<file path="src/rtl/ssr_pkg.sv">
// Shared widths and the series snapshot type for the Sharpe/Sortino ratio unit.
`default_nettype none
package ssr_pkg;
  localparam int CNT_W   = 17;   // series and downside counts
  localparam int RET_W   = 24;   // Q4.20 return and rate
  localparam int EXC_W   = 25;   // excess return, one bit wider than a return
  localparam int MAG_IN_W = 24;  // magnitude of an excess return
  localparam int SQ_W    = 48;   // square of one excess return
  localparam int SUM_W   = 41;   // saturating excess sum
  localparam int SQS_W   = 64;   // saturating square sums
  localparam int RATIO_W = 32;   // Q16.16 result
  localparam int MUL_W   = 128;  // serial multiplier accumulator
  localparam int MULT_W  = 41;   // serial multiplier operand
  localparam int S2_W    = 81;   // squared excess sum and same-size products
  localparam int DEN_W   = 100;  // divisor of the ratio
  localparam int FRAC_W  = 32;   // scale of the dividend
  localparam int NUM_W   = DEN_W + FRAC_W;
  localparam int QUO_W   = 62;   // quotient bits kept below the saturation bit
  localparam int DSH_W   = DEN_W + QUO_W;
  localparam int ROOT_W  = 64;
  localparam int MAG_W   = 31;

  // Totals of one finished series, handed from the front to the back.
  typedef struct packed {
    logic [CNT_W-1:0]        cnt;
    logic signed [SUM_W-1:0] esum;
    logic [SQS_W-1:0]        qsum;
    logic [SQS_W-1:0]        qdsum;
    logic [CNT_W-1:0]        kcnt;
  } snap_t;
endpackage
`default_nettype wire

</file>
<file path="src/rtl/ssr_front.sv">
// Front end: forms excess returns and keeps the running series sums.
`default_nettype none
module ssr_front #(
  parameter int MAX_SERIES = 65536
) (
  input  wire logic                               clk,
  input  wire logic                               rst,
  input  wire logic                               accept,
  input  wire logic signed [ssr_pkg::RET_W-1:0]   period_return,
  input  wire logic                               last_return,
  input  wire logic signed [ssr_pkg::RET_W-1:0]   risk_free_rate,
  output logic                                    push,
  output ssr_pkg::snap_t                          snap
);
  logic signed [ssr_pkg::EXC_W-1:0]  e_in;
  logic [ssr_pkg::EXC_W-1:0]         e_abs;
  logic [ssr_pkg::SQ_W-1:0]          sq_in;
  logic                              a_valid;
  logic                              a_last;
  logic signed [ssr_pkg::EXC_W-1:0]  a_e;
  logic [ssr_pkg::SQ_W-1:0]          a_sq;
  logic [ssr_pkg::CNT_W-1:0]         cnt, kcnt;
  logic signed [ssr_pkg::SUM_W-1:0]  esum;
  logic [ssr_pkg::SQS_W-1:0]         qsum, qdsum;
  logic                              take;
  logic [ssr_pkg::SUM_W:0]           esum_wide;
  logic [ssr_pkg::SUM_W-1:0]         esum_add;
  logic [ssr_pkg::SQS_W:0]           qsum_wide, qdsum_wide;
  logic [ssr_pkg::SQS_W-1:0]         qsum_add, qdsum_add;

  // Excess return and its square for the incoming item.
  always_comb begin
    e_in  = {period_return[ssr_pkg::RET_W-1], period_return}
          - {risk_free_rate[ssr_pkg::RET_W-1], risk_free_rate};
    e_abs = e_in[ssr_pkg::EXC_W-1] ? -e_in : e_in;
    sq_in = e_abs[ssr_pkg::MAG_IN_W-1:0] * e_abs[ssr_pkg::MAG_IN_W-1:0];
  end

  // Saturating accumulation of the staged item.
  always_comb begin
    take      = a_valid && (cnt < ssr_pkg::CNT_W'(MAX_SERIES));
    esum_wide = {esum[ssr_pkg::SUM_W-1], esum}
              + {{(ssr_pkg::SUM_W + 1 - ssr_pkg::EXC_W){a_e[ssr_pkg::EXC_W-1]}}, a_e};
    if (esum_wide[ssr_pkg::SUM_W] != esum_wide[ssr_pkg::SUM_W-1]) begin
      esum_add = esum_wide[ssr_pkg::SUM_W] ? {1'b1, {(ssr_pkg::SUM_W-1){1'b0}}}
                                           : {1'b0, {(ssr_pkg::SUM_W-1){1'b1}}};
    end else begin
      esum_add = esum_wide[ssr_pkg::SUM_W-1:0];
    end
    qsum_wide  = {1'b0, qsum} + (ssr_pkg::SQS_W + 1)'(a_sq);
    qdsum_wide = {1'b0, qdsum} + (ssr_pkg::SQS_W + 1)'(a_sq);
    qsum_add   = qsum_wide[ssr_pkg::SQS_W] ? '1 : qsum_wide[ssr_pkg::SQS_W-1:0];
    qdsum_add  = qdsum_wide[ssr_pkg::SQS_W] ? '1 : qdsum_wide[ssr_pkg::SQS_W-1:0];

    snap.cnt   = take ? cnt + 1'b1 : cnt;
    snap.esum  = take ? $signed(esum_add) : esum;
    snap.qsum  = take ? qsum_add : qsum;
    snap.qdsum = (take && a_e[ssr_pkg::EXC_W-1]) ? qdsum_add : qdsum;
    snap.kcnt  = (take && a_e[ssr_pkg::EXC_W-1]) ? kcnt + 1'b1 : kcnt;
    push       = a_valid && a_last;
  end

  // Staging register and accumulators; a last item hands off and clears.
  always_ff @(posedge clk) begin
    if (rst) begin
      a_valid <= 1'b0;
      a_last  <= 1'b0;
      cnt     <= '0;
      kcnt    <= '0;
      esum    <= '0;
      qsum    <= '0;
      qdsum   <= '0;
    end else begin
      a_valid <= accept;
      if (accept) begin
        a_last <= last_return;
        a_e    <= e_in;
        a_sq   <= sq_in;
      end
      if (push) begin
        cnt   <= '0;
        kcnt  <= '0;
        esum  <= '0;
        qsum  <= '0;
        qdsum <= '0;
      end else begin
        cnt   <= snap.cnt;
        kcnt  <= snap.kcnt;
        esum  <= snap.esum;
        qsum  <= snap.qsum;
        qdsum <= snap.qdsum;
      end
    end
  end
endmodule
`default_nettype wire

</file>
<file path="config.mk">
export PLATFORM = sky130hd
export DESIGN_NAME = ssr_front
export DESIGN_NICKNAME = d
export VERILOG_FILES = /design/src/rtl/ssr_pkg.sv /design/src/rtl/ssr_front.sv
export SDC_FILE = /design/constraint.sdc
export NUM_CORES = 2
export LEC_CHECK = 0
export ABC_AREA = 0
export BUFFER_PORTS_ARGS = -buffer_cell sky130_fd_sc_hd__buf_2
export CORE_ASPECT_RATIO = 1.25
export CORE_UTILIZATION = 54
export CTS_CLUSTER_SIZE = 25
export DETAILED_ROUTE_END_ITERATION = 10
export PLACE_DENSITY_LB_ADDON = 0.08
export SYNTH_ARGS = -nofsm -noshare
export SYNTH_HDL_FRONTEND = slang
export SYNTH_SLANG_ARGS = --single-unit
</file>
<file path="constraint.sdc">
create_clock -name clk -period 23.3 [get_ports clk]
set_input_delay 2.33 -clock clk [delete_from_list [all_inputs] [get_ports clk]]
set_output_delay 2.33 -clock clk [all_outputs]
set_load 0.02 [all_outputs]
</file>
=== Word-level counts from Yosys, hierarchy flattened ===
Index checks and enable logic that the tools add are counted.

* Add/sub/neg operators: 7
* $mul: 1
* Div/mod/pow operators: 0
* Magnitude comparators: 1
* Equal/unequal tests: 1
* Shifts and indexed selects: 0
* Multiplexer cells: 10
* Bitwise operators: 1
* Reduce and logical (&&, ||, !) cells: 5

{| class="wikitable"
|+ Operators with widths
! kind !! count
|-
| $mux 64 || 4
|-
| $add 64x48->65 || 2
|-
| $mux 41 || 3
|-
| $mul 24x24->48 || 1
|-
| $add 41x25->42 || 1
|-
| $add 17x1->17 const B || 2
|-
| $mux 17 || 2
|-
| $sub 24x24->25 || 1
|-
| $mux 24 || 1
|-
| $neg 24->24 || 1
|-
| $lt 17x17->1 const B || 1
|-
| $logic_and 1x1->1 || 3
|-
| $reduce_and 2->1 || 1
|-
| $reduce_or 2->1 || 1
|-
| $ne 1x1->1 || 1
|-
| $not 1->1 || 1
|}

* Flip-flop bits (word level): 278
* Bits in latches: 0
* RAM bits: 0
* ROM bits: 0
* Bits of input ports: 52
* Output and inout bits: 204
* Word-level logic and storage cells: 35
* Memories kept: 0

=== Logic depth before layout (Yosys ltp) ===
* Depth in word-level cells: 4
* Gate-level depth with buffers: 42
* Mapped depth without buffers: 41

=== Worst setup path before layout ===
No wires, ideal clock.

* Kind: input -> register
* Start: input port period_return[0] (netlist name)
* End: register a_sq[47] (netlist name), data pin
* Library setup time: 0.268 ns
* Arrival time: 11.607 ns
* Required time: 23.032 ns
* Path slack: 11.426 ns
* Stages on the path: 37
* Path buffers: 2
* Cell sequence: inv_1 ha_1 fa_1 nand2b_1 a21oi_1 o211a_2 o311ai_1 a21boi_1 o21ai_1 a22oi_1 inv_1 buf_2 nand2_1 a21boi_1 clkbuf_1 nor2_1 fa_1 fa_1 fa_1 inv_1 fa_1 fa_1 inv_1 fa_1 fa_1 ha_1 a21o_1 a21o_1 a211oi_1 o21bai_1 a32oi_1 o31ai_1 a21o_1 a211oi_2 o21ai_0 a21oi_1 xnor3_1

* Elaborated cells on any way between the ends: 4
* Classes of those cells: add/sub (2); mul (1); mux (1)

{| class="wikitable"
|+ RTL lines
! what !! RTL line !! source
|-
| from (decl) || ssr_front.sv:9 || <nowiki>input wire logic signed [ssr_pkg::RET_W-1:0] period_return,</nowiki>
|-
| $sub 24x24->25 || ssr_front.sv:34 || <nowiki>- {risk_free_rate[ssr_pkg::RET_W-1], risk_free_rate};</nowiki>
|-
| named net e_in, one bit || ssr_front.sv:15 || <nowiki>logic signed [ssr_pkg::EXC_W-1:0] e_in;</nowiki>
|-
| $mux 24 || ssr_front.sv:35 || <nowiki>e_abs = e_in[ssr_pkg::EXC_W-1] ? -e_in : e_in;</nowiki>
|-
| $mul 24x24->48 || ssr_front.sv:36 || <nowiki>sq_in = e_abs[ssr_pkg::MAG_IN_W-1:0] * e_abs[ssr_pkg::MAG_IN_W-1:0];</nowiki>
|-
| named net sq_in, one bit || ssr_front.sv:17 || <nowiki>logic [ssr_pkg::SQ_W-1:0] sq_in;</nowiki>
|-
| to (signal assigned) || ssr_front.sv:78 || <nowiki>a_sq <= sq_in;</nowiki>
|-
| to (decl) || ssr_front.sv:21 || <nowiki>logic [ssr_pkg::SQ_W-1:0] a_sq;</nowiki>
|}

The timed path passes the listed nets, and every way through them passes these cells.
A chain may end at the register's enable or synchronous reset.

=== Worst setup path in the final report ===
* Start: input port period_return[0] (netlist name)
* End: register a_sq[47] (netlist name), data pin

* Longest elaborated chain between the ends: 4

{| class="wikitable"
|+ RTL lines
! what !! RTL line
|-
| $sub 24x24->25 (*) || ssr_front.sv:34
|-
| $neg 24->24 || ssr_front.sv:35
|-
| $mux 24 (*) || ssr_front.sv:35
|-
| $mul 24x24->48 (*) || ssr_front.sv:36
|-
| named net sq_in, one bit || ssr_front.sv:17
|}

The timed path passes the listed nets; every way through them passes the cells marked *.

==> impl_results.md <==
* Commonest non-fill, non-tap cells in the layout: inv_1 (598), fa_1 (424), nor2_1 (345)
* Hold crit path type: reg2reg
* Global-route usage over all layers at 30.1%
* Post-CTS Repair Setup Buffers at 0
* Slowest stage delay, CP at about 0.54 ns
* Max-slew violations at 0
* CTS root buf: clkbuf_16
* Vias/cell at 5.73
* Vias at roughly 30000
* Top_reg_cell synth: dfxtp_1
* TritonCTS Buffers at 29
* Slew HR at 28.1%
* Post-route ant nets at 0
* Setup Viol. Count Final at 0
* Fin. Hold Viols at 0
* Layout cells sized above 1 at a little under a tenth
* Post-CTS sizing at 0
* #FFs+latches synth at approximately 280
* Crit path kind: in2reg
* Slowest CP cell: fa_1
* CP max FO at 18
* Worst skew pair latency at around 0.59 ns
* CP Data Required Time at roughly 24 ns
* Arr. time, crit path at approximately 13 ns
* Fill cells at 6116
* Maxcap violations at 0
* Synth-to-layout area growth at 8.49%
* DRT iter0 DRCs at around 1800
* CP Capture Type: flop
* Wire length of the first global-routing pass at around 160000 um
* DP Wirelength at a little over 80000 um
* Unrepaired setup endpoints after global routing: false
* Syn. warnings at 0
* Die width at between 200 and 250 um
* Yosys cell types at 85
* Initial Util at roughly 55%
* First-pass iteration count of the detailed router at 7
* Final Cycle Share at between 50% and 60%
* Largest net degree at the start of global routing at 84
* Vias in the first global route at between 30000 and 40000
* Worst-Margin Slew at around 1.1 ns
* CTS tree: built
* Register Area at 6240 um2
* Crit start category: input pin
* Share of synthesized registers carrying an async set or reset at 0%
* Diode count at 0
* Nets at approximately 5200
* Most used cell, CP: fa_1
* Grt ovf at 0
* Post-CTS Hold Buffers at 0
* Core Box Area at between 60000 and 70000 um2
* Post-route DRC at 0
* Status: complete, no violations
* Die Y at around 290 um
* Antenna violations before repair at 0
* Placer Congestion at around 0.94
* IO Pins at 256
* H-tree Lvls at 1
* Multi-input gate area at between 20000 and 30000 um2
* Synth Instances at between 4000 and 5000
* Net Count, Synth at ~5000
* Die area at slightly below 70000 um2
* Clock Tree Buf Depth at 3
* Register area share after synthesis at 17.3%
* Rows at about 110
* Most common cell after layout, fill and taps aside: inv_1
* Clock sink count at around 280
* Routed wire length at around 100000 um
* Period minus WS final at 12.74 ns
* Syn Area/Cell at between 8 and 9 um2
* Port-buffer cells at roughly 260
* Drt wl/cell at between 15 and 20 um
* TNS Setup at 0 ns
* Peak Freq at a little under 80 MHz
* Cell Area, Synth at 36100 um2
* Clock Pin Slew Worst Setup and Hold Paths at roughly 0.060 ns
* Post-synth EDFFs at 71
* Worst clock skew at 0.0328 ns
path summary, 6_finish.rpt:
| path | start | endpoint | slack (ns) | depth (start not counted) |
|---|---|---|---|---|
| worst max-delay path | period_return[0] | a_sq[47]$_DFFE_PP_ | 10.56 | 39 |
| worst min register to register | a_last$_SDFFE_PP0P_ | a_last$_SDFFE_PP0P_ | 0.50 | 2 |
| worst max register to register | a_e[0]$_DFFE_PP_ | esum[17]$_SDFF_PP0_ | 17.94 | 14 |
| worst min-delay path | a_last$_SDFFE_PP0P_ | a_last$_SDFFE_PP0P_ | 0.50 | 2 |
synthesized netlist by cell type (105+ instances only):
master    instances  area share (%)
nor2_1          346             3.6
nand2_1         332             3.5
clkbuf_1        139             1.4
xnor2_1         148             3.6
and2_1          170             2.9
fa_1            424              24
a21oi_1         286             4.0
inv_1           597             6.2
o21ai_0         133             1.8
a21o_1          157             3.3
ha_1            334              12
dfxtp_1         205              11
xor2_1          105             2.5
metrics by stage:
stage	hold slack [ns]	utilization [%]	setup WS [ns]	cells	cell area (um2)
detailed placement	0.491	58.0	9.99	5176	38200
floorplan	0.452	-	11.43	4192	36100
global route	0.530	59.5	9.93	5230	39200
global placement	0.477	58.0	10.17	5176	38200
CTS	0.506	59.5	10.62	5230	39200
finish	0.504	59.5	10.56	5230	39200
layout make-up:
| type | count | area share, % |
|---|---|---|
| inverter | 602 | 5.77 |
| tap | 856 | 2.73 |
| multi-input combinational | 3148 | 69.0 |
| sequential | 276 | 15.9 |
| timing repair buffer | 294 | 4.01 |
| clock buffer | 34 | 2.06 |
| clock inverter | 20 | 0.501 |
sequential cells by signal (all words and copies together) (netlist names):
| signal | cells |
|---|---|
| qsum | 64 |
| a_e | 25 |
| a_sq | 46 |
| a_last | 1 |
| esum | 41 |
| cnt | 17 |
| kcnt | 17 |
| qdsum | 64 |
| a_valid | 1 |
layer usage:
metal	up-vias	routed length [um]	part of all wire [%]	GRT usage [%]
met4	0	4630	4.5	12.3
met3	216	5660	5.5	3.41
li1	14300	-	-	-
met1	14600	43300	42	38.7
met2	854	48600	48	51.0
met5	-	0	0	0
kinds of logic (layout without fill, tap and decap cells):
group	Yosys count	in the layout	synth area share [%]
flip-flops	276	276	17.3
multiplexers	9	9	0.263
AO/OA/AOI/OAI	939	939	17.1
AND/OR/NAND/NOR	1172	1172	15.5
adder cells (fa/ha/maj)	768	768	35.4
buffers and inverters	768	950	8.07
XOR/XNOR	260	260	6.47
critical path, delay by kind of cell:
family | cells | cell delay [ns]
fa+ha+maj | 10 | 4.49
simple gates | 3 | 0.75
xor+xnor | 2 | 0.47
buf+inv | 8 | 1.43
compound gates | 16 | 3.53
Power is left out: the tool's default activity adds up to more than one toggle a clock period on the data nets, which glitch-free logic cannot reach.
