**src/rtl/ssr_pkg.sv**
```systemverilog
// Shared widths and the series snapshot type for the Sharpe/Sortino ratio unit.
`default_nettype none
package ssr_pkg;
  localparam int CNT_W   = 17;   // series and downside counts
  localparam int RET_W   = 24;   // Q4.20 return and rate
  localparam int EXC_W   = 25;   // excess return, one bit wider than a return
  localparam int MAG_IN_W = 24;  // magnitude of an excess return
  localparam int SQ_W    = 48;   // square of one excess return
  localparam int SUM_W   = 41;   // saturating excess sum
  localparam int SQS_W   = 64;   // saturating square sums
  localparam int RATIO_W = 32;   // Q16.16 result
  localparam int MUL_W   = 128;  // serial multiplier accumulator
  localparam int MULT_W  = 41;   // serial multiplier operand
  localparam int S2_W    = 81;   // squared excess sum and same-size products
  localparam int DEN_W   = 100;  // divisor of the ratio
  localparam int FRAC_W  = 32;   // scale of the dividend
  localparam int NUM_W   = DEN_W + FRAC_W;
  localparam int QUO_W   = 62;   // quotient bits kept below the saturation bit
  localparam int DSH_W   = DEN_W + QUO_W;
  localparam int ROOT_W  = 64;
  localparam int MAG_W   = 31;

  // Totals of one finished series, handed from the front to the back.
  typedef struct packed {
    logic [CNT_W-1:0]        cnt;
    logic signed [SUM_W-1:0] esum;
    logic [SQS_W-1:0]        qsum;
    logic [SQS_W-1:0]        qdsum;
    logic [CNT_W-1:0]        kcnt;
  } snap_t;
endpackage
`default_nettype wire

```
**src/rtl/ssr_rootdiv.sv**
```systemverilog
// Iterative unit: floor(sqrt(num / den)), saturated to 31 bits, by restoring division then bitwise root.
`default_nettype none
module ssr_rootdiv (
  input  wire logic                        clk,
  input  wire logic                        rst,
  input  wire logic                        start,
  input  wire logic [ssr_pkg::NUM_W-1:0]   num,
  input  wire logic [ssr_pkg::DEN_W-1:0]   den,
  output logic                             done,
  output logic [ssr_pkg::MAG_W-1:0]        mag
);
  typedef enum logic [1:0] {RD_IDLE, RD_DIV, RD_ROOT} rd_state_t;

  rd_state_t                    st;
  logic [ssr_pkg::NUM_W-1:0]    r;
  logic [ssr_pkg::DSH_W-1:0]    dsh;
  logic [5:0]                   cnt;
  logic [ssr_pkg::QUO_W-1:0]    qv;
  logic [ssr_pkg::ROOT_W-1:0]   x, res, bitv;
  logic                         ge;
  logic [ssr_pkg::ROOT_W-1:0]   trial;
  logic                         fits;
  logic [ssr_pkg::ROOT_W-1:0]   res_n;

  // One quotient bit or one root bit per cycle.
  always_comb begin
    ge    = {{(ssr_pkg::DSH_W - ssr_pkg::NUM_W){1'b0}}, r} >= dsh;
    trial = res + bitv;
    fits  = x >= trial;
    res_n = fits ? (res >> 1) + bitv : res >> 1;
  end

  always_ff @(posedge clk) begin
    if (rst) begin
      st   <= RD_IDLE;
      done <= 1'b0;
    end else begin
      done <= 1'b0;
      case (st)
        RD_IDLE: begin
          if (start) begin
            r   <= num;
            dsh <= {den, {ssr_pkg::QUO_W{1'b0}}};
            cnt <= 6'(ssr_pkg::QUO_W);
            st  <= RD_DIV;
          end
        end
        RD_DIV: begin
          if (ge) begin
            r <= r - dsh[ssr_pkg::NUM_W-1:0];
          end
          qv  <= {qv[ssr_pkg::QUO_W-2:0], ge};
          dsh <= dsh >> 1;
          cnt <= cnt - 1'b1;
          // A set top bit means the ratio exceeds the Q16.16 range.
          if (cnt == 6'(ssr_pkg::QUO_W) && ge) begin
            mag  <= '1;
            done <= 1'b1;
            st   <= RD_IDLE;
          end else if (cnt == '0) begin
            x    <= {2'b00, qv[ssr_pkg::QUO_W-2:0], ge};
            res  <= '0;
            bitv <= {2'b01, {(ssr_pkg::ROOT_W-2){1'b0}}};
            st   <= RD_ROOT;
          end
        end
        RD_ROOT: begin
          if (fits) begin
            x <= x - trial;
          end
          res  <= res_n;
          bitv <= bitv >> 2;
          if (bitv[0]) begin
            mag  <= (res_n[ssr_pkg::ROOT_W-1:ssr_pkg::MAG_W] != '0) ? '1
                                                               : res_n[ssr_pkg::MAG_W-1:0];
            done <= 1'b1;
            st   <= RD_IDLE;
          end
        end
        default: st <= RD_IDLE;
      endcase
    end
  end
endmodule
`default_nettype wire

```
**src/rtl/ssr_back.sv**
```systemverilog
// Back end: sequences the wide products and both ratio evaluations for one series.
`default_nettype none
module ssr_back (
  input  wire logic                                 clk,
  input  wire logic                                 rst,
  input  wire logic                                 q_valid,
  input  wire ssr_pkg::snap_t                       q_data,
  output logic                                      pop,
  output logic                                      done,
  output logic signed [ssr_pkg::RATIO_W-1:0]        sharpe_ratio,
  output logic signed [ssr_pkg::RATIO_W-1:0]        sortino_ratio,
  output logic [ssr_pkg::CNT_W-1:0]                 series_length
);
  typedef enum logic [3:0] {
    B_IDLE, B_SQ, B_NQ, B_DEN1, B_NUM1, B_DIV1, B_TQ, B_DEN2, B_NUM2, B_DIV2
  } back_state_t;

  back_state_t                   st;
  logic                          neg;
  logic [ssr_pkg::CNT_W-1:0]     n, k;
  logic [ssr_pkg::SQS_W-1:0]     qs, qd;
  logic [ssr_pkg::S2_W-1:0]      s2;
  logic [ssr_pkg::DEN_W-1:0]     den;
  logic [ssr_pkg::NUM_W-1:0]     numr;
  logic [ssr_pkg::MUL_W-1:0]     mx, acc;
  logic [ssr_pkg::MULT_W-1:0]    mm;
  logic                          rd_start, rd_done;
  logic [ssr_pkg::MAG_W-1:0]     rd_mag;
  logic [ssr_pkg::SUM_W-1:0]     abs_s;
  logic                          mul_fin, sort_go;
  logic [ssr_pkg::S2_W-1:0]      prod81;
  logic signed [ssr_pkg::RATIO_W-1:0] ratio;

  always_comb begin
    pop     = (st == B_IDLE) && q_valid;
    abs_s   = q_data.esum[ssr_pkg::SUM_W-1] ? -q_data.esum : q_data.esum;
    mul_fin = (mm == '0);
    sort_go = (k != '0) && (qd != '0);
    prod81  = acc[ssr_pkg::S2_W-1:0];
    ratio   = neg ? -$signed({1'b0, rd_mag}) : $signed({1'b0, rd_mag});
  end

  ssr_rootdiv u_rootdiv (
    .clk   (clk),
    .rst   (rst),
    .start (rd_start),
    .num   (numr),
    .den   (den),
    .done  (rd_done),
    .mag   (rd_mag)
  );

  // Sequencer with a shift-and-add multiplier: one operand bit per cycle.
  always_ff @(posedge clk) begin
    if (rst) begin
      st       <= B_IDLE;
      done     <= 1'b0;
      rd_start <= 1'b0;
    end else begin
      done     <= 1'b0;
      rd_start <= 1'b0;
      if (st != B_IDLE && st != B_DIV1 && st != B_DIV2 && !mul_fin) begin
        acc <= acc + (mm[0] ? mx : '0);
        mx  <= mx << 1;
        mm  <= mm >> 1;
      end else begin
        case (st)
          B_IDLE: begin
            if (q_valid) begin
              neg           <= q_data.esum[ssr_pkg::SUM_W-1];
              n             <= q_data.cnt;
              k             <= q_data.kcnt;
              qs            <= q_data.qsum;
              qd            <= q_data.qdsum;
              series_length <= q_data.cnt;
              if (abs_s == '0) begin
                sharpe_ratio  <= '0;
                sortino_ratio <= '0;
                done          <= 1'b1;
              end else begin
                mx  <= ssr_pkg::MUL_W'(abs_s);
                mm  <= abs_s;
                acc <= '0;
                st  <= B_SQ;
              end
            end
          end
          B_SQ: begin
            s2 <= prod81;
            if (n >= ssr_pkg::CNT_W'(2)) begin
              mx  <= ssr_pkg::MUL_W'(qs);
              mm  <= ssr_pkg::MULT_W'(n);
              acc <= '0;
              st  <= B_NQ;
            end else begin
              sharpe_ratio <= '0;
              if (sort_go) begin
                mx  <= ssr_pkg::MUL_W'(qd);
                mm  <= ssr_pkg::MULT_W'(n);
                acc <= '0;
                st  <= B_TQ;
              end else begin
                sortino_ratio <= '0;
                done          <= 1'b1;
                st            <= B_IDLE;
              end
            end
          end
          B_NQ: begin
            // Positive deviation only when n*Q exceeds S squared.
            if (prod81 > s2) begin
              mx  <= ssr_pkg::MUL_W'(prod81 - s2);
              mm  <= ssr_pkg::MULT_W'(n);
              acc <= '0;
              st  <= B_DEN1;
            end else begin
              sharpe_ratio <= '0;
              if (sort_go) begin
                mx  <= ssr_pkg::MUL_W'(qd);
                mm  <= ssr_pkg::MULT_W'(n);
                acc <= '0;
                st  <= B_TQ;
              end else begin
                sortino_ratio <= '0;
                done          <= 1'b1;
                st            <= B_IDLE;
              end
            end
          end
          B_DEN1: begin
            den <= acc[ssr_pkg::DEN_W-1:0];
            mx  <= ssr_pkg::MUL_W'(s2);
            mm  <= ssr_pkg::MULT_W'(n - 1'b1);
            acc <= '0;
            st  <= B_NUM1;
          end
          B_NUM1: begin
            numr     <= {acc[ssr_pkg::DEN_W-1:0], {ssr_pkg::FRAC_W{1'b0}}};
            rd_start <= 1'b1;
            st       <= B_DIV1;
          end
          B_DIV1: begin
            if (rd_done) begin
              sharpe_ratio <= ratio;
              if (sort_go) begin
                mx  <= ssr_pkg::MUL_W'(qd);
                mm  <= ssr_pkg::MULT_W'(n);
                acc <= '0;
                st  <= B_TQ;
              end else begin
                sortino_ratio <= '0;
                done          <= 1'b1;
                st            <= B_IDLE;
              end
            end
          end
          B_TQ: begin
            mx  <= ssr_pkg::MUL_W'(prod81);
            mm  <= ssr_pkg::MULT_W'(n);
            acc <= '0;
            st  <= B_DEN2;
          end
          B_DEN2: begin
            den <= acc[ssr_pkg::DEN_W-1:0];
            mx  <= ssr_pkg::MUL_W'(s2);
            mm  <= ssr_pkg::MULT_W'(k);
            acc <= '0;
            st  <= B_NUM2;
          end
          B_NUM2: begin
            numr     <= {acc[ssr_pkg::DEN_W-1:0], {ssr_pkg::FRAC_W{1'b0}}};
            rd_start <= 1'b1;
            st       <= B_DIV2;
          end
          B_DIV2: begin
            if (rd_done) begin
              sortino_ratio <= ratio;
              done          <= 1'b1;
              st            <= B_IDLE;
            end
          end
          default: st <= B_IDLE;
        endcase
      end
    end
  end
endmodule
`default_nettype wire

```
**config.mk**
```make
export PLATFORM = sky130hd
export DESIGN_NAME = ssr_back
export DESIGN_NICKNAME = d
export VERILOG_FILES = /design/src/rtl/ssr_pkg.sv /design/src/rtl/ssr_rootdiv.sv /design/src/rtl/ssr_back.sv
export SDC_FILE = /design/constraint.sdc
export NUM_CORES = 2
export LEC_CHECK = 0
export BUFFER_PORTS_ARGS = -buffer_cell sky130_fd_sc_hd__buf_4
export CAP_MARGIN = 40
export CORE_MARGIN = 2
export CORE_UTILIZATION = 60
export DETAILED_ROUTE_END_ITERATION = 6
export GPL_TIMING_DRIVEN = 0
export PLACE_DENSITY = 0.81
export SYNTH_ARGS = -nofsm -noshare
export SYNTH_HDL_FRONTEND = slang
export SYNTH_SLANG_ARGS = --single-unit
export TNS_END_PERCENT = 1
```
**constraint.sdc**
```tcl
create_clock -name clk -period 29.1 [get_ports clk]
set_input_delay 5.82 -clock clk [delete_from_list [all_inputs] [get_ports clk]]
set_output_delay 5.82 -clock clk [all_outputs]
set_load 0.05 [all_outputs]
```
# Word-level counts from Yosys, hierarchy flattened
# Cells that the tools add are included.
[totals]
register_bits = 1398
latchBits = 0
mem_bits_rw = 0
mem_bits_ro = 0
input_bits = 206
out_inout_bits = 83
n_memories = 0
[classes]
n_addsub = 10
n_mul = 0
div = 0
n_lt_le_gt_ge = 4
n_eq_ne = 32
shifts = 0
n_mux = 85
n_bitwise = 2
reduce_logical = 44
[ops]
columns = ["op", "n"]
rows = [
  ["$mux 128", 15],
  ["$pmux 128 s6", 1],
  ["$pmux 128 s5", 1],
  ["$mux 64", 8],
  ["$pmux 64 s2", 3],
  ["$pmux 162 s2", 1],
  ["$mux 32", 10],
  ["$mux 41", 7],
  ["$pmux 41 s7", 1],
  ["$mux 132", 2],
  ["$pmux 132 s2", 1],
  ["$ge 132x162->1", 1],
  ["$mux 162", 1],
  ["$pmux 32 s5", 1],
  ["$sub 132x132->132", 1],
  ["$add 128x128->128", 1],
  ["$pmux 32 s4", 1],
  ["$mux 31", 3],
  ["$logic_not 41->1", 2],
  ["$sub 81x81->82", 1],
  ["$gt 81x81->1", 1],
  ["$add 63x64->64", 1],
  ["$add 64x64->64", 1],
  ["$ge 64x64->1", 1],
  ["other kinds (55)", 111],
]

# Logic depth before layout (Yosys ltp)
[depth]
ltp_word = 7
ltp_mapped = 33
mapped_depth_nobuf = 28

# Modules after synthesis
# From an unflattened synthesis, not the netlist that was laid out.
[hier_totals]
cells_unflattened = 8246
area_unflattened_um2 = 83603.9
[by_module_without_submodules]
columns = ["module", "instances", "cells_each", "area_per_inst_um2", "seq_area_each_um2"]
rows = [
  ["ssr_back", 1, 4185, 43919.6, 22611.7],
  ["ssr_rootdiv", 1, 4061, 39684.3, 16636.0],
]

# Least setup slack after synthesis
# No wires, ideal clock.
[synth_timing]
path_kind = "input port to flip-flop"
startpoint = "input rst"
endpoint = "register u_rootdiv.r[0] in the netlist's numbering, enable pin"
t_arrival_ns = 22.664
required_time_ns = 28.275
setup_slack_ns = 5.611
cell_stages = 2
n_path_buf = 0
cell_sequence = "nor2_1 a21boi_0"
[synth_via]
elab_chain_cells = 2
[synth_rtl]
columns = ["item", "line", "text"]
rows = [
  ["start, declared", "ssr_back.sv:5", "input wire logic rst,"],
  ["$not 1->1 (no source line)", "--", ""],
  ["$reduce_and 4->1 (no source line)", "--", ""],
  ["end signal, assigned", "ssr_rootdiv.sv:42", "r <= num;"],
  ["end signal, assigned", "ssr_rootdiv.sv:50", "r <= r - dsh[ssr_pkg::NUM_W-1:0];"],
  ["end, declared", "ssr_rootdiv.sv:15", "logic [ssr_pkg::NUM_W-1:0] r;"],
]
# No other way between the ends.
# A chain may end at the register's enable or synchronous reset.

# Worst setup path after layout
[layout_timing]
startpoint = "input q_valid"
endpoint = "output pop"
[layout_via]
elab_chain_cells = 1
[layout_rtl]
columns = ["item", "line", "text"]
rows = [
  ["start, declared", "ssr_back.sv:6", "input wire logic q_valid,"],
  ["$logic_and 1x1->1", "ssr_back.sv:35", "pop = (st == B_IDLE) && q_valid;"],
  ["end, declared", "ssr_back.sv:8", "output logic pop,"],
]
# No other way between the ends.

==> impl_metrics.ini <==
[cts]
clock_latency_ns = 0.79
clk_path_buf_depth = 3
cts_inserted_buffers = 144
post-cts-setup-buffer-count = 0
htree_num_levels = 4
cts_resized = 0
tritoncts = built
path_clk_slew_ns = 0.06
hold_buffers = 0
clock_sinks = 1310
cts-root-buf = clkbuf_16

[detailed_routing]
topRoutingLayerUsed = met5
via_per_inst = 6.66
totalWireLength_microns = 285000
firstDrtPassIters = 7
ant_nets = 0
wl_per_cell_microns = 26.9
drc_errors = 6
met1_length_microns = 114000
drt_iter0_markers = 9564
met2_length_microns = 124000
num_vias = 70667
wl_met3_microns = 31200

[logic_synthesis]
synthesis.nets = 8765
async_flop_share = 0
synth_ff_type = edfxtp_1
yosys_warnings = 0
synth_edf_count = 1301
netlist_instances = 8103
ys_top_cells_by_area = edfxtp_1 (47%), ha_1 (6.8%), a21oi_1 (3.9%)
synth.distinct_cells = 96
synth_top_area_share = 0.471
synth-seq-cells = 1310
yosys.area.top_type = edfxtp_1
netlist_area_sq_mm = 0.0830
synth_seq_area_share = 0.473
avgSynthCellArea_sq_um = 10.2

[placed_design]
placed_cells = 10349
gp_congestion = 1.03
io_buffers = 285
dpl.hpwl_microns = 225000
placed_cell_area_sq_mm = 0.0896
pre_cts_slack_ns = 17.00

[timing]
slew_viol_final = 0
setup_viol = 0
period_minus_slack_ns = 12.13
finalCritPeriodShare = 0.417
max_slew_margin = 0.284
rsz0062_at_grt = no
tightest_slew_ns = 1.06
max_freq_mhz = 82.4
finalHoldViolCount = 0
worst_slack_ns = 16.97
finalClockSkew_ns = 0.0367
hold_ws_ns = 0.446

[floorplan]
core_area_sq_mm = 0.137
die_x_microns = 376
rows = 136
die_y_microns = 376
die-area_sq_mm = 0.141
initial_utilization = 0.605
ios = 289

[finish]
final_layout_size_suffix_gt1_frac = 0.117
nNetsFinal = 9365
fin_cells = 10613
area_delta_synth_final_pct = 13.4
nFillCells = 10390
fin_area_sq_mm = 0.0942
final_common_cell = edfxtp_1
layout_common_cells = edfxtp_1 (1301), nor2_1 (649), a21oi_1 (640)

[global_route]
grt_antenna_before_repair = 17
overflow = 0
grt_start_max_net_pins = 36
grt_pass1_vias = 67034
grt.total_usage = 0.395
grt_pass1_wl_microns = 421000

[pwr]
finalPower_mw = 9.65
swShare = 0.445
p_int_mw = 5.36
combPwrFrac = 0.488
leakage_nw = 35.7
p_seq_frac = 0.326
power_density_mw_per_mm2 = 102
p_sw_mw = 4.29
vdd_drop_max_v = 0.0000693
pwr-share-clk = 0.186

[critical_path]
cpMostUsedCell = buf_4
crit_path_end_kind = primary output
cp_max_fo = 3
crit_family = buffers and inverters
start_kind = input pin
critPathSlowestCell = buf_4
crit_chain = buf_4 -> and2_1 -> buf_4
critPathRequiredTime_ns = 23.28
cp_data_arrival_time_ns = 6.31
path_class = in2out
critPathBufInv = 2
slowest_delay_ns = 0.23

[status]
status = finished with violations
violations = design-rule violations

[hold_path]
hp-class = reg2reg

[job]
drv_cap = 0
-- per-stage QoR --
| stage | utilization | TNS [ns] |
|---|---|---|
| floorplan | - | 0 |
| finish | 0.686 | 0 |
| detailed placement | 0.652 | 0 |
| global placement | 0.636 | -434.76 |
| CTS | 0.685 | 0 |
| global route | 0.686 | 0 |
-- kinds of logic (layout without fill, tap and decap cells) --
| family | count (synthesis) | after routing | share of synthesized area |
|---|---|---|---|
| compound gates | 2344 | 2344 | 0.185 |
| xor+xnor | 532 | 532 | 0.0561 |
| fa+ha+maj | 456 | 456 | 0.0691 |
| buf+inv | 817 | 1532 | 0.0371 |
| flops | 1310 | 1310 | 0.473 |
| mux | 333 | 333 | 0.0439 |
| other cells | 0 | 1 | 0 |
| simple gates | 2311 | 2311 | 0.136 |
-- final cells by class --
| cell class | count | area, sq um | share of cell area |
|---|---|---|---|
| multi-input combinational | 5976 | 40800 | 0.433 |
| clock buffer | 178 | 3820 | 0.0405 |
| timing repair buffer | 454 | 4250 | 0.0451 |
| inverter | 371 | 1390 | 0.0148 |
| sequential | 1310 | 39200 | 0.417 |
| tap | 1794 | 2240 | 0.0238 |
| buffer | 446 | 1690 | 0.0179 |
| clock inverter | 83 | 711 | 0.00755 |
| antenna | 1 | 2.50 | 0.0000266 |
-- Yosys cell counts, types with 23 or more instances --
master,instances
or4_1,23
o21bai_1,125
or2_2,32
and3_1,46
nand4_1,220
nand2b_1,75
a211oi_1,43
a31oi_1,111
or3_1,55
nor3_1,103
ha_1,452
inv_1,371
xnor2_1,276
nand2_1,581
nor2b_1,78
a222oi_1,54
a221o_1,47
o221ai_1,23
a31o_2,27
nor4_1,70
nor2_1,653
a221oi_1,44
a21o_1,278
o21a_1,77
mux2_2,251
clkbuf_1,421
xor2_1,256
and2_1,176
nand3_1,123
mux2i_1,82
o211ai_1,46
o31ai_1,46
and4_1,23
a21oi_1,640
o21ai_0,508
edfxtp_1,1301
-- power groups by stage --
stage | sequential (mW) | combinational (mW) | clock, mW
2_1_floorplan | 2.99 | 3.06 | 0
3_3_place_gp | 3.23 | 4.34 | 0
3_5_place_dp | 3.14 | 4.55 | 0
4_1_cts | 3.11 | 4.58 | 1.80
5_1_grt | 3.15 | 5.06 | 1.87
6_report | 3.15 | 4.71 | 1.79
-- per-layer routing --
layer	track usage	vias up
met1	0.552	34009
met5	0	-
met3	0.0742	717
met2	0.595	4241
met4	0.189	2
li1	-	31698
-- registers in the layout, indices dropped and copies added (netlist names), 64 cells and up --
register,flops
u_rootdiv.dsh,162
numr,100
mx,100
u_rootdiv.r,132
s2,81
den,100
acc,100
qs,64
u_rootdiv.x,64
qd,64
u_rootdiv.res,64
-- worst paths after layout --
path | to | from | slack (ns) | depth (start not counted)
setup / recovery | pop | q_valid | 16.97 | 3
hold / removal | u_rootdiv.qv[46]$_DFFE_PP_ | u_rootdiv.qv[45]$_DFFE_PP_ | 0.45 | 0
setup reg to reg | u_rootdiv.mag[0]$_SDFFCE_PP1P_ | u_rootdiv.bitv[0]$_SDFFCE_PP0P_ | 20.00 | 28
hold reg to reg | u_rootdiv.qv[46]$_DFFE_PP_ | u_rootdiv.qv[45]$_DFFE_PP_ | 0.45 | 0
Power figures use the tool's default switching activity.
